`src/rtl/core/bcbn_pkg.sv`:
```
// shared types and constants for the 1d best-candidate sample generator
// used by the controller, the datapath and the top level; no dependencies

package bcbn_pkg;

	localparam int VALUE_BITS  = 24;
	localparam int CNT_BITS    = 17;
	localparam int MULT_BITS   = 7;
	localparam int TARGET_BITS = 11;
	localparam int INDEX_BITS  = 10;
	localparam int CFG_BITS    = 11;
	localparam int OUT_BITS    = 64;

	// input item kinds, carried in tuser
	localparam logic [1:0] MODE_CAND    = 2'd0;
	localparam logic [1:0] MODE_PRELOAD = 2'd1;
	localparam logic [1:0] MODE_CLEAR   = 2'd2;

	// configuration register indexes
	localparam logic [0:0] REG_MULT   = 1'b0;
	localparam logic [0:0] REG_TARGET = 1'b1;

	localparam logic [MULT_BITS-1:0]   MULT_RESET   = 7'd1;
	localparam logic [TARGET_BITS-1:0] TARGET_RESET = 11'd1024;

	typedef enum logic [3:0] {
		ST_IDLE,
		ST_DISPATCH,
		ST_SEARCH,
		ST_NB_LEFT,
		ST_NB_RIGHT,
		ST_NB_GAP,
		ST_NB_BEST,
		ST_CHECK,
		ST_WIN_VAL,
		ST_WIN_BEST,
		ST_INSERT,
		ST_EMIT
	} state_t;

	typedef struct packed {
		logic take;
		logic clear;
		logic search_start;
		logic search_step;
		logic nb_left;
		logic nb_right;
		logic nb_gap;
		logic nb_best;
		logic win_load;
		logic win_from_best;
		logic shift;
		logic write_new;
		logic emit;
	} cmd_t;

	typedef struct packed {
		logic       in_valid;
		logic [1:0] mode;
		logic       full;
		logic       empty;
		logic       search_done;
		logic       shift_busy;
		logic       round_end;
		logic       out_busy;
	} status_t;

endpackage

```
`src/rtl/core/bcbn_ctrl.sv`:
```
// controller state machine for the best-candidate generator
// depends on bcbn_pkg (state, command and status types)

module bcbn_ctrl (
	input  logic             clk,
	input  logic             arst_n,
	input  bcbn_pkg::status_t sts,
	output bcbn_pkg::cmd_t    cmd
);

	import bcbn_pkg::*;

	state_t state_q, state_d;

	always_ff @(posedge clk or negedge arst_n) begin
		if (!arst_n) begin
			state_q <= ST_IDLE;
		end else begin
			state_q <= state_d;
		end
	end

	always_comb begin
		state_d = state_q;
		cmd     = '0;
		unique case (state_q)
			ST_IDLE: begin
				cmd.take = 1'b1;
				if (sts.in_valid) begin
					state_d = ST_DISPATCH;
				end
			end
			ST_DISPATCH: begin
				priority if (sts.mode == MODE_CLEAR) begin
					cmd.clear = 1'b1;
					state_d   = ST_IDLE;
				end else if ((sts.mode != MODE_CAND && sts.mode != MODE_PRELOAD) || sts.full) begin
					state_d = ST_IDLE;
				end else if (sts.empty) begin
					cmd.search_start = 1'b1;
					state_d          = ST_WIN_VAL;
				end else begin
					cmd.search_start = 1'b1;
					state_d          = ST_SEARCH;
				end
			end
			ST_SEARCH: begin
				cmd.search_step = 1'b1;
				if (sts.search_done) begin
					state_d = (sts.mode == MODE_PRELOAD) ? ST_WIN_VAL : ST_NB_LEFT;
				end
			end
			ST_NB_LEFT: begin
				cmd.nb_left = 1'b1;
				state_d     = ST_NB_RIGHT;
			end
			ST_NB_RIGHT: begin
				cmd.nb_right = 1'b1;
				state_d      = ST_NB_GAP;
			end
			ST_NB_GAP: begin
				cmd.nb_gap = 1'b1;
				state_d    = ST_NB_BEST;
			end
			ST_NB_BEST: begin
				cmd.nb_best = 1'b1;
				state_d     = ST_CHECK;
			end
			ST_CHECK: begin
				state_d = sts.round_end ? ST_WIN_BEST : ST_IDLE;
			end
			ST_WIN_VAL: begin
				cmd.win_load = 1'b1;
				state_d      = ST_INSERT;
			end
			ST_WIN_BEST: begin
				cmd.win_load      = 1'b1;
				cmd.win_from_best = 1'b1;
				state_d           = ST_INSERT;
			end
			ST_INSERT: begin
				// move the tail up one entry, then drop the winner into the hole
				if (sts.shift_busy) begin
					cmd.shift = 1'b1;
				end else begin
					cmd.write_new = 1'b1;
					state_d       = (sts.mode == MODE_PRELOAD) ? ST_IDLE : ST_EMIT;
				end
			end
			ST_EMIT: begin
				if (!sts.out_busy) begin
					cmd.emit = 1'b1;
					state_d  = ST_IDLE;
				end
			end
			default: begin
				state_d = ST_IDLE;
			end
		endcase
	end

endmodule

```
`config.mk`:
```
export PLATFORM = sky130hd
export DESIGN_NAME = bcbn_ctrl
export DESIGN_NICKNAME = d
export VERILOG_FILES = /design/src/rtl/core/bcbn_pkg.sv /design/src/rtl/core/bcbn_ctrl.sv
export SDC_FILE = /design/constraint.sdc
export NUM_CORES = 1
export LEC_CHECK = 0
export BUFFER_PORTS_ARGS = -buffer_cell sky130_fd_sc_hd__clkbuf_2
export CORE_AREA = 2 2 39 41
export DETAILED_ROUTE_END_ITERATION = 7
export DIE_AREA = 0 0 41 43
export PLACE_DENSITY_LB_ADDON = 0.2
export SLEW_MARGIN = 20
export SYNTH_ARGS = -nofsm -noshare
export SYNTH_HDL_FRONTEND = slang
export SYNTH_SLANG_ARGS = --single-unit
```
`constraint.sdc`:
```
create_clock -name clk -period 3.76 [get_ports clk]
set_clock_uncertainty 0.2 [all_clocks]
set_input_delay 0.188 -clock clk [delete_from_list [all_inputs] [get_ports clk]]
set_output_delay 0.188 -clock clk [all_outputs]
set_load 0.005 [all_outputs]
```
## Word level (Yosys, flattened, before mapping)

Cells that the tools add are included.

- $add $sub $neg: 0
- $mul: 0
- Div/mod/pow operators: 0
- Magnitude comparators: 0
- Equality and inequality tests: 18
- Shift operators: 0
- Mux-type cells: 28
- Bitwise gates (word level): 0
- Reductions and logical operators: 6

Operators by type and width:

| operator | number |
|---|---|
| case mux 4 bit (11 select lines) | 1 |
| 2-to-1 mux 4 bit | 10 |
| == test 4 x 3 -> 1 bit, second input constant | 4 |
| == test 4 bit, second input constant | 4 |
| 2-to-1 mux 1 bit | 15 |
| == test 4 x 2 -> 1 bit, second input constant | 2 |
| != test 2 bit, second input constant | 4 |
| == test 4 x 1 -> 1 bit, second input constant | 1 |
| zero test 4 bit | 1 |
| 2-to-1 mux 2 bit | 2 |
| AND reduction 4 bit | 1 |
| == test 2 x 1 -> 1 bit, second input constant | 1 |
| == test 2 bit, second input constant | 1 |
| != test 2 x 1 -> 1 bit, second input constant | 1 |
| nonzero test 2 bit | 1 |
| OR reduction 2 bit | 1 |
| logical AND 1 bit | 1 |
| logical OR 1 bit | 1 |

- Bits in registers: 4
- Latch bits: 0
- RAM bits: 0
- Bits in read-only memories: 0
- Input port bits: 11
- Output and inout port bits: 13
- Logic and storage cells: 53
- Memories kept: 0

## Logic depth before layout (Yosys ltp)

- Word-level depth: 6
- Depth in mapped cells: 5

## Worst setup path after synthesis

OpenSTA, ideal clock, no wires.

- Path kind: flip-flop to flip-flop
- Start point: register state_q[1]
- End point: register state_q[1]
- Data arrival time: 1.361 ns
- Required time: 3.480 ns
- Setup slack: 2.119 ns
- Cell stages (with the launch flop): 5
- Path buffers: 0
- Cell sequence: dfrtp_1 or4b_4 nor3_4 a221oi_2 o22ai_2

- Word-level cells in the longest chain between the ends: 3

Ends and longest elaborated chain:

| item | RTL line | RTL |
|---|---|---|
| start, declared | bcbn_ctrl.sv:13 | `state_t state_q, state_d;` |
| start signal, assigned | bcbn_ctrl.sv:19 | `state_q <= state_d;` |
| == test 4 bit (tied with other cells) | bcbn_ctrl.sv:26 | `unique case (state_q)` |
| OR reduction 2 bit (no line) / != test 2 bit (equally long branches) | -- |  |
| case mux 4 bit (11 select lines) / AND reduction 4 bit (equally long branches) | -- |  |

Parallel ways exist; a longest one is shown, timed or not.
A chain may end at the register's enable or synchronous reset.

==> run_results.csv <==
group,metric,value,unit
grt,antenna_found_initial,0,
timing,rsz0062_at_grt,"false",
routing,drtIter0Drc,11,
job,maxCapViolCount,0,
cts,clkTransAtPathRegs,40,ps
finish,final_util,44.0,%
floorplan,io_pins,24,
worst_setup_path,cp-end-kind,"output port",
floorplan,die_w,41,um
synth,netlist_instances,60,
finish,diodes,0,
cts,clk_path_buf_depth,2,
finish,regArea,100,sq um
finish,finalNetCount,96,
cts,clock-sinks,4,
timing,slew-limit-headroom,67.6,%
place,postPlaceCellArea,577,sq um
finish,area_delta_synth_final,32.7,%
timing,period_minus_slack,2090,ps
routing,wl,1.14,mm
timing,holdWs,51.5,ps
finish,top_register,"state_q",
grt,grt-ovfl-total,0,
synth,synth-async-reset-ratio,100,%
place,place_congestion,0.737,
finish,fin_area,609,sq um
synth,avgSynthCellArea,7.65,sq um
synth,yosysWarnings,0,
worst_setup_path,path_class,"reg -> out",
floorplan,rows,14,
worst_setup_path,critPathLaunchType,"flop",
place,hpwl,866,um
synth,syn_nets,71,
worst_setup_path,crit_path_max_fanout,15,
synth,synth_top_area_share,21.8,%
timing,finalSetupTns,0,ps
power_and_ir_drop,power.density,639,nW/um^2
timing,setup_viol_count_final,0,
timing,maxSlewViolCount,0,
routing,first_pass_iters,4,
routing,vias,512,
worst_setup_path,critPathRequiredTime,3370,ps
synth,synth_area_leaders,"dfrtp_1, nor3_1, nand2b_1",
floorplan,die_y,43,um
floorplan,die_area,1760,sq um
grt,grt_max_degree,17,
power_and_ir_drop,ir_drop,342,uV
finish,largestRegisters,"state_q (4)",
cts,cts_htree_levels,1,
synth,synth_edf_count,0,
synth,ys.flop_type,"dfrtp_1",
synth,ys_ff_latch,4,
status,outcome,"complete, no violations",
grt,grt_pass1_vias,424,
finish,largest_reg_flops,4,
power_and_ir_drop,total_power,0.000389,W
cts,cts_buffers,3,
worst_setup_path,cp.arrival,1700,ps
synth,yosysSeqAreaShare,21.8,%
finish,n_fill_cell,155,
timing,fmax,0.479,GHz
worst_hold_path,hold_class,"in -> reg",
place,portBuffers,23,
routing,ant_nets,0,
synth,synthesis.area,459,sq um
routing,via_per_inst,5.17,
floorplan,core_area,1380,sq um
synth,ys_types,32,
timing,finalCritPeriodShare,55.6,%
grt,grt_pass1_wl,1.79,mm
cts,insertion_delay,230,ps
timing,hold_viol,0,
power_and_ir_drop,p_leak,0.287,nW
finish,post_route_cells_drive_above_1_share,37.3,%
cts,cts_root_buf,"clkbuf_4",
routing,wl_per_cell,11.6,um
grt,grt_usage,14.2,%
cts,tritoncts,"built",
timing,worst_slew_pin_slew,486,ps
floorplan,start_util,33.2,%
finish,multiInputGateArea,334,sq um
routing,drc,0,
synth,synth_area_leader_cell,"dfrtp_1",
## layer usage
metal / GRT usage [%] / up-vias / part of all wire, %
met4: 6.00 / 0 / 0
met5: 0 / - / 0
li1: - / 272 / -
met2: 19.7 / 13 / 47
met3: 0 / 0 / 4.3
met1: 22.3 / 227 / 48
## cell families after synthesis
| kind of cell | after synthesis | synth area share, % |
|---|---|---|
| mux | 2 | 4.63 |
| compound gates | 14 | 23.7 |
| flops | 4 | 21.8 |
| buf+inv | 6 | 5.45 |
| xor+xnor | 1 | 1.91 |
| simple gates | 33 | 42.5 |
## report_power, final
part	internal (W)	switching, W
clock network	0.0000355	0.0000151
registers	0.0000600	0.0000642
logic	0.000112	0.000102
total	0.000208	0.000182
## what timing repair did
item / 4_1_cts / 5_1_grt
hold endpoints to repair: 4 / 0
setup buffers: 0 / 0
gates resized for setup: 0 / 0
hold buffers: 1 / 0
## cell usage in the layout (no fill, tap or decap)
master	count
nand2_1	2
or4b_4	1
o41a_1	1
o22ai_1	1
mux2i_1	1
a21oi_1	2
nor3_4	1
o21ai_0	1
o31ai_1	1
a221oi_2	1
a21o_1	1
nor4_1	1
and3_1	1
nor2b_1	3
nor3b_1	2
dfrtp_1	4
nand2b_1	5
nand3_1	1
clkbuf_4	3
inv_1	2
clkbuf_2	23
nor2_1	7
xor2_1	1
o2bb2ai_1	1
a22oi_1	1
dlygate4sd3_1	1
o22ai_2	1
nand4_1	1
mux2_2	1
o211ai_1	1
nor3_1	7
o21ai_1	2
nand3b_1	1
## cell type report
type | count | share of cell area [%]
Multi-Input combinational cell | 50 | 54.8
Timing Repair Buffer | 24 | 20.5
Sequential cell | 4 | 16.4
Clock buffer | 3 | 3.70
Tap cell | 16 | 3.29
Inverter | 2 | 1.23
## through the flow
stage,instances,worst slack (ps)
2_1_floorplan,60,2120
3_3_place_gp,95,1930
3_5_place_dp,95,1900
4_1_cts,99,1640
5_1_grt,99,1560
6_report,99,1670
## path summary, 6_finish.rpt
| check | start | end | slack (ps) | cells after the start |
|---|---|---|---|---|
| setup / recovery | state_q[1]$_DFFE_PN0P_ | cmd[10] | 1670 | 3 |
| hold / removal | sts[4] | state_q[3]$_DFFE_PN0P_ | 50 | 3 |
| setup reg to reg | state_q[1]$_DFFE_PN0P_ | state_q[1]$_DFFE_PN0P_ | 1910 | 4 |
| hold reg to reg | state_q[3]$_DFFE_PN0P_ | state_q[2]$_DFFE_PN0P_ | 560 | 1 |
| max in group asynchronous | arst_n | state_q[2]$_DFFE_PN0P_ | 3130 | 2 |
| min in group asynchronous | arst_n | state_q[0]$_DFFE_PN0P_ | 100 | 2 |
## cells in the mapped netlist, types with 2 or more instances
cell type	instances
nand2b_1	5
inv_1	2
a21oi_1	2
nor2_1	7
nand2_1	2
nor3_1	7
nor3b_1	2
clkbuf_1	2
o21ai_1	2
nor2b_1	3
dfrtp_1	4
buf_2	2
## critical path: stages (launching register included)
cell and delay [ps]:
dfrtp_1 520, or4b_4 620, nor3_4 180, clkbuf_2 150
Power figures use the tool's default switching activity.
