===== src/rtl/core/bcbn_pkg.sv =====
// shared types and constants for the 1d best-candidate sample generator
// used by the controller, the datapath and the top level; no dependencies

package bcbn_pkg;

	localparam int VALUE_BITS  = 24;
	localparam int CNT_BITS    = 17;
	localparam int MULT_BITS   = 7;
	localparam int TARGET_BITS = 11;
	localparam int INDEX_BITS  = 10;
	localparam int CFG_BITS    = 11;
	localparam int OUT_BITS    = 64;

	// input item kinds, carried in tuser
	localparam logic [1:0] MODE_CAND    = 2'd0;
	localparam logic [1:0] MODE_PRELOAD = 2'd1;
	localparam logic [1:0] MODE_CLEAR   = 2'd2;

	// configuration register indexes
	localparam logic [0:0] REG_MULT   = 1'b0;
	localparam logic [0:0] REG_TARGET = 1'b1;

	localparam logic [MULT_BITS-1:0]   MULT_RESET   = 7'd1;
	localparam logic [TARGET_BITS-1:0] TARGET_RESET = 11'd1024;

	typedef enum logic [3:0] {
		ST_IDLE,
		ST_DISPATCH,
		ST_SEARCH,
		ST_NB_LEFT,
		ST_NB_RIGHT,
		ST_NB_GAP,
		ST_NB_BEST,
		ST_CHECK,
		ST_WIN_VAL,
		ST_WIN_BEST,
		ST_INSERT,
		ST_EMIT
	} state_t;

	typedef struct packed {
		logic take;
		logic clear;
		logic search_start;
		logic search_step;
		logic nb_left;
		logic nb_right;
		logic nb_gap;
		logic nb_best;
		logic win_load;
		logic win_from_best;
		logic shift;
		logic write_new;
		logic emit;
	} cmd_t;

	typedef struct packed {
		logic       in_valid;
		logic [1:0] mode;
		logic       full;
		logic       empty;
		logic       search_done;
		logic       shift_busy;
		logic       round_end;
		logic       out_busy;
	} status_t;

endpackage


===== src/rtl/core/bcbn_dp.sv =====
// datapath: config registers, search pointers, gap arithmetic, round state,
// insert shifter and output register; depends on bcbn_pkg, drives bcbn_ram

module bcbn_dp #(
	parameter int MAX_SAMPLES = 1024
) (
	input  logic                            clk,
	input  logic                            arst_n,
	input  bcbn_pkg::cmd_t                  cmd,
	output bcbn_pkg::status_t               sts,
	input  logic                            cfg_we,
	input  logic [0:0]                      cfg_addr,
	input  logic [bcbn_pkg::CFG_BITS-1:0]   cfg_data,
	input  logic                            s_tvalid,
	input  logic [bcbn_pkg::VALUE_BITS-1:0] s_value,
	input  logic [1:0]                      s_mode,
	output logic                            m_tvalid,
	input  logic                            m_tready,
	output logic [bcbn_pkg::OUT_BITS-1:0]   m_tdata,
	output logic                            ram_we,
	output logic [$clog2(MAX_SAMPLES)-1:0]  ram_waddr,
	output logic [bcbn_pkg::VALUE_BITS-1:0] ram_wdata,
	output logic [$clog2(MAX_SAMPLES)-1:0]  ram_raddr,
	input  logic [bcbn_pkg::VALUE_BITS-1:0] ram_rdata
);

	import bcbn_pkg::*;

	localparam int AW  = $clog2(MAX_SAMPLES);
	localparam int CW  = $clog2(MAX_SAMPLES + 1);
	localparam int TW  = (CW > TARGET_BITS) ? CW : TARGET_BITS;
	localparam int XW  = (CW > INDEX_BITS) ? CW : INDEX_BITS;
	localparam int PW  = CW + MULT_BITS;
	localparam int NW  = (PW > CNT_BITS) ? PW : CNT_BITS;
	localparam int GW  = VALUE_BITS + 1;
	localparam logic [GW-1:0] V_ONE = GW'(1) << VALUE_BITS;
	localparam logic [CW-1:0] C_MAX = CW'(MAX_SAMPLES);

	// configuration
	logic [MULT_BITS-1:0]   mult_q;
	logic [TARGET_BITS-1:0] target_q;

	// item and round state
	logic [1:0]            mode_q;
	logic [VALUE_BITS-1:0] val_q;
	logic [CW-1:0]         count_q;
	logic [CNT_BITS-1:0]   cand_cnt_q;
	logic [VALUE_BITS-1:0] best_gap_q;
	logic [VALUE_BITS-1:0] best_val_q;
	logic [CW-1:0]         best_pos_q;
	logic [PW-1:0]         needed_q;

	// search and neighbor work registers
	logic [CW-1:0] lo_q, hi_q;
	logic [AW-1:0] mid_q;
	logic [GW-1:0] left_q, gap_q;

	// insert
	logic [CW-1:0]         j_q, ins_pos_q;
	logic [VALUE_BITS-1:0] win_val_q, win_gap_q;
	logic                  pend_s1;
	logic [AW-1:0]         pend_addr_s1;

	// output register
	logic                out_valid_q;
	logic [OUT_BITS-1:0] out_data_q;

	// combinational helpers
	logic                 lt;
	logic [CW-1:0]        lo_n, hi_n;
	logic [CW:0]          mid_sum_n, start_sum;
	logic [GW-1:0]        left_n, right_n;
	logic [MULT_BITS-1:0] mult_eff;
	logic                 shift_more;
	logic [XW-1:0]        idx_ext;
	logic                 done_flag;

	assign lt        = ram_rdata < val_q;
	assign lo_n      = lt ? (CW'(mid_q) + CW'(1)) : lo_q;
	assign hi_n      = lt ? hi_q : CW'(mid_q);
	assign mid_sum_n = (CW+1)'(lo_n) + (CW+1)'(hi_n);
	assign start_sum = (CW+1)'(count_q);
	assign shift_more = j_q > ins_pos_q;
	assign mult_eff  = (mult_q == '0) ? MULT_BITS'(1) : mult_q;

	// toroidal distances to the neighbors on each side
	assign left_n  = (lo_q != '0) ? (GW'(val_q) - GW'(ram_rdata))
	                              : (V_ONE + GW'(val_q) - GW'(ram_rdata));
	assign right_n = (lo_q < count_q) ? (GW'(ram_rdata) - GW'(val_q))
	                                  : (V_ONE + GW'(ram_rdata) - GW'(val_q));

	assign idx_ext   = XW'(count_q) - XW'(1);
	assign done_flag = TW'(count_q) >= TW'(target_q);

	// status
	always_comb begin
		sts             = '0;
		sts.in_valid    = s_tvalid;
		sts.mode        = mode_q;
		sts.full        = (TW'(count_q) >= TW'(target_q)) || (count_q >= C_MAX);
		sts.empty       = count_q == '0;
		sts.search_done = !(lo_n < hi_n);
		sts.shift_busy  = shift_more || pend_s1;
		sts.round_end   = NW'(cand_cnt_q) >= NW'(needed_q);
		sts.out_busy    = out_valid_q && !m_tready;
	end

	// ram ports
	always_comb begin
		ram_raddr = mid_q;
		priority if (cmd.search_start) begin
			ram_raddr = start_sum[AW:1];
		end else if (cmd.search_step) begin
			ram_raddr = mid_sum_n[AW:1];
		end else if (cmd.nb_left) begin
			ram_raddr = (lo_q != '0) ? AW'(lo_q - CW'(1)) : AW'(count_q - CW'(1));
		end else if (cmd.nb_right) begin
			ram_raddr = (lo_q < count_q) ? AW'(lo_q) : '0;
		end else if (cmd.shift) begin
			ram_raddr = AW'(j_q - CW'(1));
		end
	end

	always_comb begin
		ram_we    = 1'b0;
		ram_waddr = pend_addr_s1;
		ram_wdata = ram_rdata;
		if (pend_s1) begin
			ram_we = 1'b1;
		end else if (cmd.write_new) begin
			ram_we    = 1'b1;
			ram_waddr = AW'(ins_pos_q);
			ram_wdata = win_val_q;
		end
	end

	// control state
	always_ff @(posedge clk or negedge arst_n) begin
		if (!arst_n) begin
			mult_q      <= MULT_RESET;
			target_q    <= TARGET_RESET;
			count_q     <= '0;
			cand_cnt_q  <= '0;
			best_gap_q  <= '0;
			best_val_q  <= '0;
			best_pos_q  <= '0;
			pend_s1     <= 1'b0;
			out_valid_q <= 1'b0;
		end else begin
			if (cfg_we) begin
				unique case (cfg_addr)
					REG_MULT:   mult_q   <= cfg_data[MULT_BITS-1:0];
					REG_TARGET: target_q <= cfg_data[TARGET_BITS-1:0];
					default:    ;
				endcase
			end
			if (cmd.clear) begin
				count_q <= '0;
			end else if (cmd.write_new) begin
				count_q <= count_q + CW'(1);
			end
			if (cmd.clear || cmd.write_new) begin
				cand_cnt_q <= '0;
				best_gap_q <= '0;
				best_val_q <= '0;
				best_pos_q <= '0;
			end else if (cmd.nb_best) begin
				cand_cnt_q <= cand_cnt_q + CNT_BITS'(1);
				if (gap_q > GW'(best_gap_q)) begin
					best_gap_q <= gap_q[VALUE_BITS-1:0];
					best_val_q <= val_q;
					best_pos_q <= lo_q;
				end
			end
			pend_s1 <= cmd.shift && shift_more;
			if (cmd.emit) begin
				out_valid_q <= 1'b1;
			end else if (m_tready) begin
				out_valid_q <= 1'b0;
			end
		end
	end

	// payload registers
	always_ff @(posedge clk) begin
		if (cmd.take && s_tvalid) begin
			mode_q <= s_mode;
			val_q  <= s_value;
		end
		if (cmd.search_start) begin
			lo_q  <= '0;
			hi_q  <= count_q;
			mid_q <= start_sum[AW:1];
		end else if (cmd.search_step) begin
			lo_q  <= lo_n;
			hi_q  <= hi_n;
			mid_q <= mid_sum_n[AW:1];
		end
		if (cmd.nb_left) begin
			needed_q <= PW'(count_q) * PW'(mult_eff);
		end
		if (cmd.nb_right) begin
			left_q <= left_n;
		end
		if (cmd.nb_gap) begin
			gap_q <= (left_q < right_n) ? left_q : right_n;
		end
		if (cmd.win_load) begin
			j_q <= count_q;
			if (cmd.win_from_best) begin
				win_val_q <= best_val_q;
				win_gap_q <= best_gap_q;
				ins_pos_q <= best_pos_q;
			end else begin
				win_val_q <= val_q;
				win_gap_q <= '0;
				ins_pos_q <= lo_q;
			end
		end else if (cmd.shift && shift_more) begin
			j_q <= j_q - CW'(1);
		end
		pend_addr_s1 <= AW'(j_q);
		if (cmd.emit) begin
			out_data_q <= OUT_BITS'({done_flag, win_gap_q, idx_ext[INDEX_BITS-1:0], win_val_q});
		end
	end

	assign m_tvalid = out_valid_q;
	assign m_tdata  = out_data_q;

endmodule


===== config.mk =====
export PLATFORM = sky130hd
export DESIGN_NAME = bcbn_dp
export DESIGN_NICKNAME = d
export VERILOG_FILES = /design/src/rtl/core/bcbn_pkg.sv /design/src/rtl/core/bcbn_dp.sv
export SDC_FILE = /design/constraint.sdc
export NUM_CORES = 1
export LEC_CHECK = 0
export BUFFER_PORTS_ARGS = -buffer_cell sky130_fd_sc_hd__buf_4
export CORE_MARGIN = 2
export CORE_UTILIZATION = 60
export DETAILED_ROUTE_END_ITERATION = 10
export PLACE_DENSITY = 0.8
export SLEW_MARGIN = 20
export SYNTH_ARGS = -nofsm -noshare
export SYNTH_HDL_FRONTEND = slang
export SYNTH_SLANG_ARGS = --single-unit
export TNS_END_PERCENT = 30

===== constraint.sdc =====
create_clock -name clk -period 9.6 [get_ports clk]
set_input_delay 1.92 -clock clk [delete_from_list [all_inputs] [get_ports clk]]
set_output_delay 1.92 -clock clk [all_outputs]
set_load 0.005 [all_outputs]

-- Word-level counts from Yosys, hierarchy flattened
Index checks and enable logic that the tools add are counted.
- flip-flop bits (word level): 372
- output and inout bits: 119
- add/sub/neg operators: 13
- multipliers: 1
- order comparisons: 9
- multiplexer cells: 42
- bitwise gates (word level): 1
- reduce and logical (&&, ||, !) cells: 20
- operators with widths (operator ; count):
    2-to-1 mux 24 bit ; 9
    2-to-1 mux 11 bit ; 12
    2-to-1 mux 10 bit ; 11
    2-to-1 mux 25 bit ; 3
    adder 25 x 24 -> 25 bit (first input constant) ; 2
    subtractor 24 x 24 -> 25 bit ; 2
    subtractor 25 x 24 -> 25 bit ; 2
    2-to-1 mux 17 bit ; 2
    > comparator 25 x 24 -> 1 bit ; 1
    < comparator 25 bit ; 1
    < comparator 24 bit ; 1
    < comparator 11 bit ; 2
    subtractor 10 x 1 -> 10 bit (second input constant) ; 2
    greater-or-equal comparator 17 x 18 -> 1 bit ; 1
    multiplier 11 x 7 -> 18 bit ; 1
    adder 17 x 1 -> 17 bit (second input constant) ; 1
    nonzero test 2 bit ; 6
    adder 10 x 1 -> 11 bit (second input constant) ; 1
    adder 11 x 1 -> 11 bit (second input constant) ; 1
    adder 11 bit ; 1
    greater-or-equal comparator 11 bit ; 1
    greater-or-equal comparator 11 bit (second input constant) ; 1
    > comparator 11 bit ; 1
    logical NOT 11 bit ; 1
    10 further kinds ; 20

-- Depth between registers and ports, before layout
Gate-level depths: netlist of the first run.
- depth in word-level cells: 6
- gate-level depth with buffers: 24
- depth with buffers taken out: 22

-- Worst setup path after synthesis of the first run
OpenSTA, ideal clock, no wires.
- path type: input port to output port
- start point: input ram_rdata[2] (netlist name)
- end point: output ram_raddr[9]
- arrival time: 6191 ps
- data required time: 7680 ps
- setup slack: 1489 ps
- cell stages on the path: 24
- path buffers: 4
- path through: inv_1 -> ha_1 -> buf_4 -> o21a_1 -> o31a_2 -> o2111ai_2 -> a2111oi_4 -> a2bb2oi_4 -> buf_2 -> buf_2 -> mux2i_1 -> inv_1 -> ha_1 -> clkbuf_1 -> a21o_1 -> a21oi_1 -> nor2_1 -> o21a_1 -> o41ai_1 -> nor2_1 -> nor2_1 -> o21bai_1 -> xnor2_1 -> a221o_1
- cells in the longest elaborated chain, start to end: 5
- elaborated cells between the ends (all ways): 6
- ends and longest elaborated chain (what ; RTL line ; source):
    from (decl) ; bcbn_dp.sv:24 ; input logic [bcbn_pkg::VALUE_BITS-1:0] ram_rdata
    < comparator 24 bit (*) ; bcbn_dp.sv:78 ; assign lt = ram_rdata < val_q;
    2-to-1 mux 11 bit (on tied branches) ; bcbn_dp.sv:79, bcbn_dp.sv:80 ;
    adder 11 bit (*) ; bcbn_dp.sv:81 ; assign mid_sum_n = (CW+1)'(lo_n) + (CW+1)'(hi_n);
    2-to-1 mux 10 bit (*) ; bcbn_dp.sv:113 ; end else if (cmd.search_step) begin
    2-to-1 mux 10 bit (*) ; bcbn_dp.sv:111 ; priority if (cmd.search_start) begin
    to (decl) ; bcbn_dp.sv:23 ; output logic [$clog2(MAX_SAMPLES)-1:0] ram_raddr,
Mark *: on every way between the ends. The rest lies on a longest branch, timed or not.

-- Final worst setup path of the first run
- start point: input ram_rdata[7] (netlist name)
- end point: output ram_raddr[9]
- cells in the longest elaborated chain, start to end: 5
- elaborated cells between the ends (all ways): 6
- ends and longest elaborated chain (what ; RTL line ; source):
    < comparator 24 bit ; bcbn_dp.sv:78 ;
    2-to-1 mux 11 bit ; bcbn_dp.sv:79 ; assign lo_n = lt ? (CW'(mid_q) + CW'(1)) : lo_q;
    named net lo_n[1] ; bcbn_dp.sv:70 ; logic [CW-1:0] lo_n, hi_n;
    adder 11 bit ; bcbn_dp.sv:81 ;
    2-to-1 mux 10 bit ; bcbn_dp.sv:113 ;
    2-to-1 mux 10 bit ; bcbn_dp.sv:111 ;
The timed path passes the listed nets, and every way through them passes these cells.

==> reports/qor.csv, run 1 <==
metric;value;unit
status;complete, no violations;
syn_avg_cell_area;10.4;um2
p_comb_frac;0.314;
clk-insertion-delay-late;0.59;ns
finClkSkew;0.0278;ns
netlist_area;0.0233;mm2
start_util;0.605;
io-pin-count;199;
yosys_warnings;0;
postLayoutCoreUtil;0.684;
p_int;3.61;mW
cts_sinks;372;
root_buffer;clkbuf_16;
antenna_found_initial;1;
drt-pass1-iter-count;7;
num-nets-final;2711;
grt-ovfl-total;0;
maxCapViolCount;0;
p_leak;12.1;nW
routed-via-count;16982;
clock_power_share;0.286;
area_growth;13.1;%
setup_tns;0;ns
place_congestion;0.951;
ant_nets;0;
place_hpwl;41800;um
grt_max_degree;86;
slew_headroom;0.286;
finalMaxSlewViolations;0;
io_buffers;193;
clk_pin_slew_worst_paths;0.06;ns
dieHeight;201;um
die_area;0.0404;mm2
cp-end-kind;primary output;
synth_flop_cell;edfxtp_1;
period_share;0.964;
cp-start-kind;primary input;
seqPwrFrac;0.400;
die_w;201;um
cts_tree;yes;
switching_share;0.333;
fmax;0.108;GHz
rsz0062_at_grt;no;
drt_iter0_markers;1318;
grt_pass1_wl;92700;um
path_class;primary input to primary output;
drive_above_1_share;0.135;
finalHoldViolCount;0;
core;0.0385;mm2
most-common-layout-cells;edfxtp_1, inv_1, ha_1;
p_sw;1.80;mW
netlist_instances;2237;
post_cts_buffers;0;
track_usage;0.287;
drc;0;
yosysTopAreaCellShare;0.315;
synth_edf_count;244;
crit_path_max_fanout;8;
yosys.area.top_type;edfxtp_1;
ir_worst_vdd;0.146;mV
synth_mux_area_frac;0.0708;
cts_max_path_buffers;3;
seq_area_frac_synth;0.448;
ys_ff_latch;372;
ys_types;75;
h-tree-depth;2;
cts_resized;0;
rows;72;
hold_class;flip-flop to flip-flop;
synth_compound_area_frac;0.108;
synth_xor_area_frac;0.0444;
p_per_area;205;mW/mm2
netlist_top_cells_area;edfxtp_1, dfrtp_1, ha_1, mux2i_1, fa_1;
min_period;9.26;ns
cp.arrival;7.34;ns
ctsHoldBuffers;0;
synth_top_family_by_area;adder cells;
synth-async-reset-ratio;0.288;
drt-total-wl;57200;um
via_per_inst;5.80;
tightest_slew;1.07;ns
synth-simple-area-share;0.118;
grt_pass1_vias;17086;
required;7.68;ns
layout_commonest_cell;edfxtp_1;
numCtsBuffers;40;
wl_per_cell;19.5;um
setup_violations;0;
synthAdderAreaFrac;0.152;
## cell families (layout without fill, tap and decap cells)
kind of cell               Yosys count  in the layout
other                                1              7
muxes                              158            158
xor gates and xnor gates           118            118
and+or+nand+nor                    589            589
DFF                                372            372
adders and majority gates          254            254
buffers and inverters              347            514
AOI/OAI and AO/OA                  398            398
## through the flow
stage                     std cells  setup slack (ns)  hold slack [ns]  power (mW)  instance area [um2]
final                          2928             0.345            0.417        5.40                26300
after global placement         2853             0.723            0.405        3.79                25000
after global routing           2927            0.0617            0.420        5.71                26300
after floorplan                2241              1.49            0.392        3.31                23300
after CTS                      2926             0.460            0.419        5.41                26300
after detailed placement       2853             0.502            0.405        3.85                25000
## sequential cells by signal, summed over array words and instances (netlist names), 17 cells and up
name and cells:
best_gap_q 24, best_val_q 24, cand_cnt_q 17, gap_q 25
left_q 25, m_tdata 59, needed_q 18, val_q 24
win_gap_q 24, win_val_q 24
## Yosys cell counts, drive strengths merged, types with 3 or more instances
cell,instances
or3,7
o41ai,3
nor4,12
nand4,21
nand2,168
a221o,3
fa,47
a211oi,17
o21bai,13
nand3,28
and4,4
nor2,193
o21ai,135
inv,233
clkbuf,76
nor2b,21
or2,3
and3,15
ha,207
clkinv,4
buf,34
mux2i,109
edfxtp,244
o21a,22
dfxtp,21
a2111oi,6
o211ai,7
xor2,41
and2,75
o311ai,3
dfrtp,105
nor3,20
a31oi,7
nand2b,18
a22oi,3
mux2,49
o31ai,6
a21oi,97
xnor2,77
a21o,47
a311oi,5
## power by group through the flow
stage          sequential, mW  combinational (mW)  clock (mW)
4_1_cts                  2.15                1.69        1.57
5_1_grt                  2.18                1.89        1.64
2_1_floorplan            2.09                1.22           0
6_report                 2.16                1.70        1.55
3_3_place_gp             2.18                1.62           0
3_5_place_dp             2.18                1.67           0
## critical path, stage by stage
cell       delay [ns]
buf_4            0.09
inv_1            0.05
ha_1             0.43
and3_1           0.26
a31oi_1          0.20
a2111oi_4        0.51
nor2_1           0.12
o21ai_0          0.40
a21oi_1          0.26
nand2_1          0.13
o21ai_0          0.25
fa_1             0.54
a21o_1           0.19
a21oi_1          0.29
nor2_1           0.07
o21a_1           0.19
o41ai_1          0.48
nor2_1           0.08
nor2_1           0.12
o21bai_1         0.09
xnor2_1          0.16
a221o_1          0.34
buf_4            0.14
## cell type report
type	instances	area (um2)
Fill cell	2889	12200
Timing Repair Buffer	204	1530
Clock buffer	55	1090
Clock inverter	18	216
Multi-Input combinational cell	1522	11500
Inverter	237	890
Antenna cell	2	5.00
Sequential cell	372	10400
Tap cell	518	648
## path summary, 6_finish.rpt
kind	cells after the start	slack [ns]	start	to
max	23	0.34	ram_rdata[7]	ram_raddr[9]
min	0	0.42	win_gap_q[16]$_SDFFCE_PN0P_	m_tdata[50]$_DFFE_PP_
max reg2reg	20	3.79	val_q[7]$_DFFE_PP_	mid_q[9]$_DFFE_PP_
min reg2reg	0	0.42	win_gap_q[16]$_SDFFCE_PN0P_	m_tdata[50]$_DFFE_PP_
max in group asynchronous	2	6.93	arst_n	count_q[9]$_DFFE_PN0N_
min in group asynchronous	1	1.36	arst_n	best_val_q[7]$_DFFE_PN0P_
## routing by layer
| metal | vias to the layer above | wire length [um] | track usage | part of all wire |
|---|---|---|---|---|
| li1 | 7986 | - | - | - |
| met1 | 8198 | 25300 | 0.416 | 0.44 |
| met2 | 692 | 25900 | 0.445 | 0.45 |
| met3 | 106 | 4340 | 0.0490 | 0.076 |
| met4 | 0 | 1680 | 0.0878 | 0.029 |
| met5 | - | 0 | 0 | 0 |
No activity file was read; power rests on OpenSTA's default activity.
==> inputs of run 2 (changes only) <==
--- a/config.mk
+++ b/config.mk
@@ -5,7 +5,8 @@
 export SDC_FILE = /design/constraint.sdc
 export NUM_CORES = 1
 export LEC_CHECK = 0
-export BUFFER_PORTS_ARGS = -buffer_cell sky130_fd_sc_hd__buf_4
+export ABC_AREA = 1
+export BUFFER_PORTS_ARGS = -buffer_cell sky130_fd_sc_hd__buf_2
 export CORE_MARGIN = 2
 export CORE_UTILIZATION = 60
 export DETAILED_ROUTE_END_ITERATION = 10
==> run 2 against run 1 <==
Utilization down 0.84 points. First-iteration DRC count grew 40%. Synthesized cell count increased by 20%. Clock skew fell by 0.0030 ns. Largest power group unchanged. Non-clock buffer count unchanged.
==> reports/qor.csv, run 2 <==
metric;value;unit;change
crit_path_frequent_cell;o21ai_0;;was nor2_1
synth_flop_cell;edfxtp_1;;unchanged
synth_edf_count;244;;unchanged
cts_resized;0;;unchanged
cp.arrival;5.90;ns;was 7.34 ns
rows;72;;unchanged
drt-total-wl;63700;um;was 57200 um
routed-via-count;19351;;was 16982
die_w;202;um;was 201 um
synth_mux_area_frac;0.00144;;was 0.0708
cp-end-kind;primary output;;unchanged
ctsHoldBuffers;0;;unchanged
status;complete, no violations;;unchanged
cp-start-kind;primary input;;unchanged
finalHoldViolCount;0;;unchanged
synth_xor_area_frac;0.0320;;was 0.0444
drive_above_1_share;0.120;;was 0.135
ir_worst_vdd;0.150;mV;was 0.146 mV
finalMaxSlewViolations;0;;unchanged
num-nets-final;3164;;was 2711
period_share;0.815;;was 0.964
p_leak;12.9;nW;was 12.1 nW
ys_ff_latch;372;;unchanged
final_area;0.0261;mm2;was 0.0263 mm2
grt_pass1_vias;18748;;was 17086
r2r_setup_slack;4.66;ns;was 3.79 ns
start_util;0.609;;was 0.605
synth-simple-area-share;0.170;;was 0.118
clk_pin_slew_worst_paths;0.06;ns;about the same
path_class;primary input to primary output;;unchanged
netlist_top_cells_area;edfxtp_1, dfrtp_1, ha_1, nand2_1, inv_1;;was edfxtp_1, dfrtp_1, ha_1, mux2i_1, fa_1
drc;0;;unchanged
yosys.area.top_type;edfxtp_1;;unchanged
place_hpwl;48200;um;was 41800 um
p_per_area;210;mW/mm2;was 205 mW/mm2
netlist_instances;2676;;was 2237
core;0.0386;mm2;was 0.0385 mm2
yosys-top-cells-count;nand2_1, inv_1, edfxtp_1;;was edfxtp_1, inv_1, ha_1
drt-pass1-iter-count;7;;unchanged
min_period;7.82;ns;was 9.26 ns
required;7.68;ns;about the same
grt-ovfl-total;0;;unchanged
cts_tree;yes;;unchanged
syn_avg_cell_area;8.79;um2;was 10.4 um2
critPathMaxStageDelay;0.40;ns;was 0.54 ns
setup_tns;0;ns;unchanged
layout_commonest_cell;nand2_1;;was edfxtp_1
cts_max_path_buffers;3;;unchanged
finClkSkew;0.0248;ns;was 0.0278 ns
synthAdderAreaFrac;0.150;;was 0.152
synth_compound_area_frac;0.115;;was 0.108
slew_headroom;0.374;;was 0.286
io-pin-count;199;;unchanged
drt_iter0_markers;1848;;was 1318
yosysTopAreaCellShare;0.311;;was 0.315
rsz0062_at_grt;no;;unchanged
root_buffer;clkbuf_16;;unchanged
maxCapViolCount;0;;unchanged
synth-async-reset-ratio;0.288;;unchanged
ys_types;62;;was 75
place_congestion;0.966;;was 0.951
crit_chain;buf_2 > inv_1 > ha_1 > nand2_2 > inv_1 > a21oi_1 > nand2_1 > nand2_1 > nand3_4 > inv_4 > o21ai_0 > o21ai_0 > inv_1 > ha_1 > a21oi_1 > o21ai_0 > a21oi_1 > o21ai_0 > or2_2 > nand3_1 > nand2_1 > nor2_1 > a41oi_1 > buf_2;;was buf_4 > inv_1 > ha_1 > and3_1 > a31oi_1 > a2111oi_4 > nor2_1 > o21ai_0 > a21oi_1 > nand2_1 > o21ai_0 > fa_1 > a21o_1 > a21oi_1 > nor2_1 > o21a_1 > o41ai_1 > nor2_1 > nor2_1 > o21bai_1 > xnor2_1 > a221o_1 > buf_4
track_usage;0.316;;was 0.287
die_area;0.0408;mm2;was 0.0404 mm2
hold_class;flip-flop to flip-flop;;unchanged
cp_top_family;compound AO/OA/AOI/OAI gates;;unchanged
most-common-layout-cells;nand2_1, inv_1, edfxtp_1;;was edfxtp_1, inv_1, ha_1
largest_reg_flops;59;;unchanged
p_total;5.47;mW;was 5.40 mW
cp_num_buf_inv;6;;was 3
antenna_found_initial;2;;was 1
clk-insertion-delay-late;0.58;ns;was 0.59 ns
setup_violations;0;;unchanged
area_growth;11.0;%;was 13.1%
tightest_slew;0.939;ns;was 1.07 ns
ant_nets;0;;unchanged
post_cts_buffers;0;;unchanged
hold_ws;0.418;ns;was 0.417 ns
numCtsBuffers;40;;unchanged
yosys.cell_count.top_type;nand2_1;;was edfxtp_1
grt_pass1_wl;101000;um;was 92700 um
h-tree-depth;2;;unchanged
cp_slowest_cell;ha_1;;was fa_1
dpl_cell_area;0.0248;mm2;was 0.0250 mm2
grt_max_degree;95;;was 86
seq_area_frac_synth;0.443;;was 0.448
netlist_area;0.0235;mm2;was 0.0233 mm2
wl_per_cell;18.9;um;was 19.5 um
crit_path_max_fanout;34;;was 8
via_per_inst;5.73;;was 5.80
fmax;0.128;GHz;was 0.108 GHz
synth_top_family_by_area;simple AND/OR/NAND/NOR gates;;was adder cells
n_antenna_cell;0;;was 2
dieHeight;202;um;was 201 um
yosys_warnings;0;;unchanged
cts_sinks;372;;unchanged
io_buffers;193;;unchanged
run 2: cell families after synthesis:
| kind of cell | count (synthesis) |
|---|---|
| AND/OR/NAND/NOR | 948 |
| buffers and inverters | 526 |
| AO/OA/AOI/OAI | 486 |
| flip-flops | 372 |
| adder cells (fa/ha/maj) | 254 |
| XOR/XNOR | 86 |
| multiplexers | 3 |
| other | 1 |
run 2: stage by stage:
stage / cells / utilization / setup WS (ns)
after global routing: 3380 / 0.676 / 1.42
after CTS: 3380 / 0.676 / 1.84
after floorplan: 2680 / - / 2.76
after global placement: 3306 / 0.642 / 1.99
after detailed placement: 3306 / 0.642 / 1.86
final: 3380 / 0.676 / 1.78
run 2: area by class of cell:
cell class                 instances  area (um2)
clock buffer                      51        1060
clock inverter                    23         246
timing repair buffer             204        1050
fill                            3158       12500
tap                              518         648
sequential                       372       10400
multi-input combinational       1782       11100
inverter                         430        1620
run 2: worst paths after layout:
kind,start,cells past startpoint,end
hold / removal,win_gap_q[11]$_SDFFCE_PN0P_,0,m_tdata[45]$_DFFE_PP_
max in group asynchronous,arst_n,2,target_q[7]$_DFFE_PN0P_
hold reg to reg,win_gap_q[11]$_SDFFCE_PN0P_,0,m_tdata[45]$_DFFE_PP_
setup / recovery,ram_rdata[15],24,ram_raddr[7]
min in group asynchronous,arst_n,1,cand_cnt_q[16]$_DFFE_PN0P_
setup reg to reg,count_q[1]$_DFFE_PN0N_,19,needed_q[13]$_DFFE_PP_
run 2: metal layers:
metal	GRT usage	wire (um)	vias to the layer above	part of all wire
li1	-	-	9107	-
met1	0.454	27800	9243	0.44
met2	0.491	28700	878	0.45
met3	0.0482	5250	121	0.082
met4	0.109	1980	2	0.031
met5	0	13	-	0.00020
run 2: where the power goes:
part	internal (mW)	switching, mW	total [mW]
Combinational	0.586	1.15	1.73
Clock	0.877	0.664	1.54
Sequential	2.01	0.185	2.20
Total	3.48	2.00	5.47
==> inputs of run 3 (changes only) <==
--- a/config.mk
+++ b/config.mk
@@ -8,9 +8,9 @@
 export ABC_AREA = 1
 export BUFFER_PORTS_ARGS = -buffer_cell sky130_fd_sc_hd__buf_2
 export CORE_MARGIN = 2
-export CORE_UTILIZATION = 60
+export CORE_UTILIZATION = 55
 export DETAILED_ROUTE_END_ITERATION = 10
-export PLACE_DENSITY = 0.8
+export PLACE_DENSITY = 0.77
 export SLEW_MARGIN = 20
 export SYNTH_ARGS = -nofsm -noshare
 export SYNTH_HDL_FRONTEND = slang
==> constraint.sdc (replaced) <==
create_clock -name clk -period 7.05 [get_ports clk]
set_input_delay 1.41 -clock clk [delete_from_list [all_inputs] [get_ports clk]]
set_output_delay 1.41 -clock clk [all_outputs]
set_load 0.005 [all_outputs]
==> run 3 against run 2 <==
Flip-flop and latch count unchanged. Largest power group unchanged. Die area up 8.9%. Register-to-register slack worse by 2.6 ns. Critical path type unchanged. Sequential share of layout area down 0.34 points.
==> reports/qor.csv, run 3 (synthesis gave the netlist of run 2 again) <==
metric;value;unit;change
status;complete, no violations;;unchanged
drt_iter0_markers;1616;;was 1848
drt-pass1-iter-count;6;;was 7
drive_above_1_share;0.124;;was 0.120
layout_commonest_cell;nand2_1;;unchanged
cts_max_path_buffers;3;;unchanged
grt_pass1_wl;102000;um;was 101000 um
cts_tree;yes;;unchanged
drc;0;;unchanged
critPathMaxStageDelay;0.40;ns;about the same
cp_slowest_cell;ha_1;;unchanged
cp_top_family;simple AND/OR/NAND/NOR gates;;was compound AO/OA/AOI/OAI gates
via_per_inst;5.62;;was 5.73
p_per_area;290;mW/mm2;was 210 mW/mm2
crit_chain;buf_2 > inv_1 > ha_1 > a21oi_1 > nand2_1 > nand2_1 > nand2_1 > nand2_1 > nand3_4 > inv_6 > nand3_1 > o21ai_0 > inv_1 > ha_1 > a21oi_1 > o21ai_0 > a21oi_1 > o21ai_1 > or2_2 > nand3_1 > nand2_1 > nor2_1 > a41oi_1 > buf_2;;was buf_2 > inv_1 > ha_1 > nand2_2 > inv_1 > a21oi_1 > nand2_1 > nand2_1 > nand3_4 > inv_4 > o21ai_0 > o21ai_0 > inv_1 > ha_1 > a21oi_1 > o21ai_0 > a21oi_1 > o21ai_0 > or2_2 > nand3_1 > nand2_1 > nor2_1 > a41oi_1 > buf_2
hold_class;flip-flop to flip-flop;;unchanged
numCtsBuffers;42;;was 40
track_usage;0.296;;was 0.316
antenna_found_initial;3;;was 2
cp.arrival;5.24;ns;was 5.90 ns
clk-insertion-delay-late;0.59;ns;was 0.58 ns
required;5.64;ns;was 7.68 ns
postLayoutCoreUtil;0.626;;was 0.676
crit_path_frequent_cell;nand2_1;;was o21ai_0
r2r_setup_slack;2.09;ns;was 4.66 ns
fmax;0.150;GHz;
cp_num_buf_inv;5;;was 6
io_buffers;193;;unchanged
place_hpwl;49500;um;was 48200 um
p_leak;13.0;nW;was 12.9 nW
largest_reg_flops;59;;unchanged
root_buffer;clkbuf_16;;unchanged
grt-ovfl-total;0;;unchanged
finClkSkew;0.0175;ns;was 0.0248 ns
grt_pass1_vias;18718;;was 18748
period_share;0.943;;
cp-end-kind;primary output;;unchanged
die_area;0.0444;mm2;was 0.0408 mm2
path_class;primary input to primary output;;unchanged
finalHoldViolCount;0;;unchanged
wl_per_cell;19.0;um;was 18.9 um
area_growth;11.9;%;was 11.0%
io-pin-count;199;;unchanged
grt_max_degree;62;;was 95
h-tree-depth;2;;unchanged
start_util;0.560;;was 0.609
core;0.0420;mm2;was 0.0386 mm2
ir_worst_vdd;0.228;mV;was 0.150 mV
most-common-layout-cells;nand2_1, inv_1, edfxtp_1;;unchanged
num-nets-final;3170;;was 3164
setup_violations;0;;unchanged
setup_tns;0;ns;unchanged
min_period;6.65;ns;
ant_nets;0;;unchanged
finalMaxSlewViolations;0;;unchanged
cp-start-kind;primary input;;unchanged
slew_headroom;0.318;;was 0.374
dieHeight;211;um;was 202 um
tightest_slew;1.02;ns;was 0.939 ns
rsz0062_at_grt;no;;unchanged
die_w;211;um;was 202 um
place_congestion;0.974;;was 0.966
clk_pin_slew_worst_paths;0.06;ns;about the same
drt-total-wl;64800;um;was 63700 um
routed-via-count;19180;;was 19351
rows;75;;was 72
cts_sinks;372;;unchanged
maxCapViolCount;0;;unchanged
crit_path_max_fanout;34;;unchanged
## run 3: changes by cell type in the layout (fill, tap and decap cells not counted), moves of 2 or more
cell / before / now
buf_4: 12 / 16
clkbuf_16: 40 / 46
clkbuf_1: 9 / 5
clkbuf_8: 2 / 6
clkinv_1: 9 / 6
diode_2: 0 / 2
## run 3: worst paths after layout
path / start / endpoint / depth (start not counted)
setup / recovery: ram_rdata[12] / ram_raddr[7] / 24
hold / removal: win_gap_q[16]$_SDFFCE_PN0P_ / m_tdata[50]$_DFFE_PP_ / 0
setup reg to reg: count_q[4]$_DFFE_PN0N_ / needed_q[14]$_DFFE_PP_ / 18
hold reg to reg: win_gap_q[16]$_SDFFCE_PN0P_ / m_tdata[50]$_DFFE_PP_ / 0
max in group asynchronous: arst_n / cand_cnt_q[12]$_DFFE_PN0P_ / 2
min in group asynchronous: arst_n / best_val_q[14]$_DFFE_PN0P_ / 1
## run 3: per-stage QoR
stage | instances | setup slack [ns] | instance area [um2] | total power [mW] | hold WS (ns)
after global placement | 3331 | 0.503 | 24900 | 5.28 | 0.405
after detailed placement | 3331 | 0.359 | 24900 | 5.34 | 0.405
final | 3411 | 0.399 | 26300 | 7.63 | 0.417
after CTS | 3409 | 0.347 | 26300 | 7.63 | 0.419
after global routing | 3410 | 0.0332 | 26300 | 8.06 | 0.421
after floorplan | 2680 | 1.23 | 23500 | 4.52 | 0.387
## run 3: per-layer routing
metal | share of wire | GRT usage | wire, um
met2 | 0.45 | 0.455 | 28900
met4 | 0.029 | 0.0957 | 1890
met3 | 0.078 | 0.0455 | 5050
met1 | 0.45 | 0.431 | 28900
met5 | 0 | 0 | 0
## run 3: final cells by class
type / instances / area [um2]
antenna: 2 / 5.00
clock buffer: 57 / 1250
clock inverter: 21 / 214
fill: 3516 / 15700
inverter: 430 / 1620
multi-input combinational: 1782 / 11100
sequential: 372 / 10400
tap: 539 / 674
timing repair buffer: 208 / 1080
## run 3: report_power, final
| group | switching, mW | leakage [nW] | total, mW | internal (mW) |
|---|---|---|---|---|
| Sequential | 0.245 | 4.07 | 2.99 | 2.74 |
| Clock | 0.949 | 0.721 | 2.28 | 1.34 |
| Combinational | 1.56 | 8.25 | 2.36 | 0.803 |
## run 3: timing repair
item / in CTS / in global routing
endpoints found under the setup margin: 0 / 1
hold buffers: 0 / 0
setup buffers: 0 / 0
gates resized for setup: 0 / 2
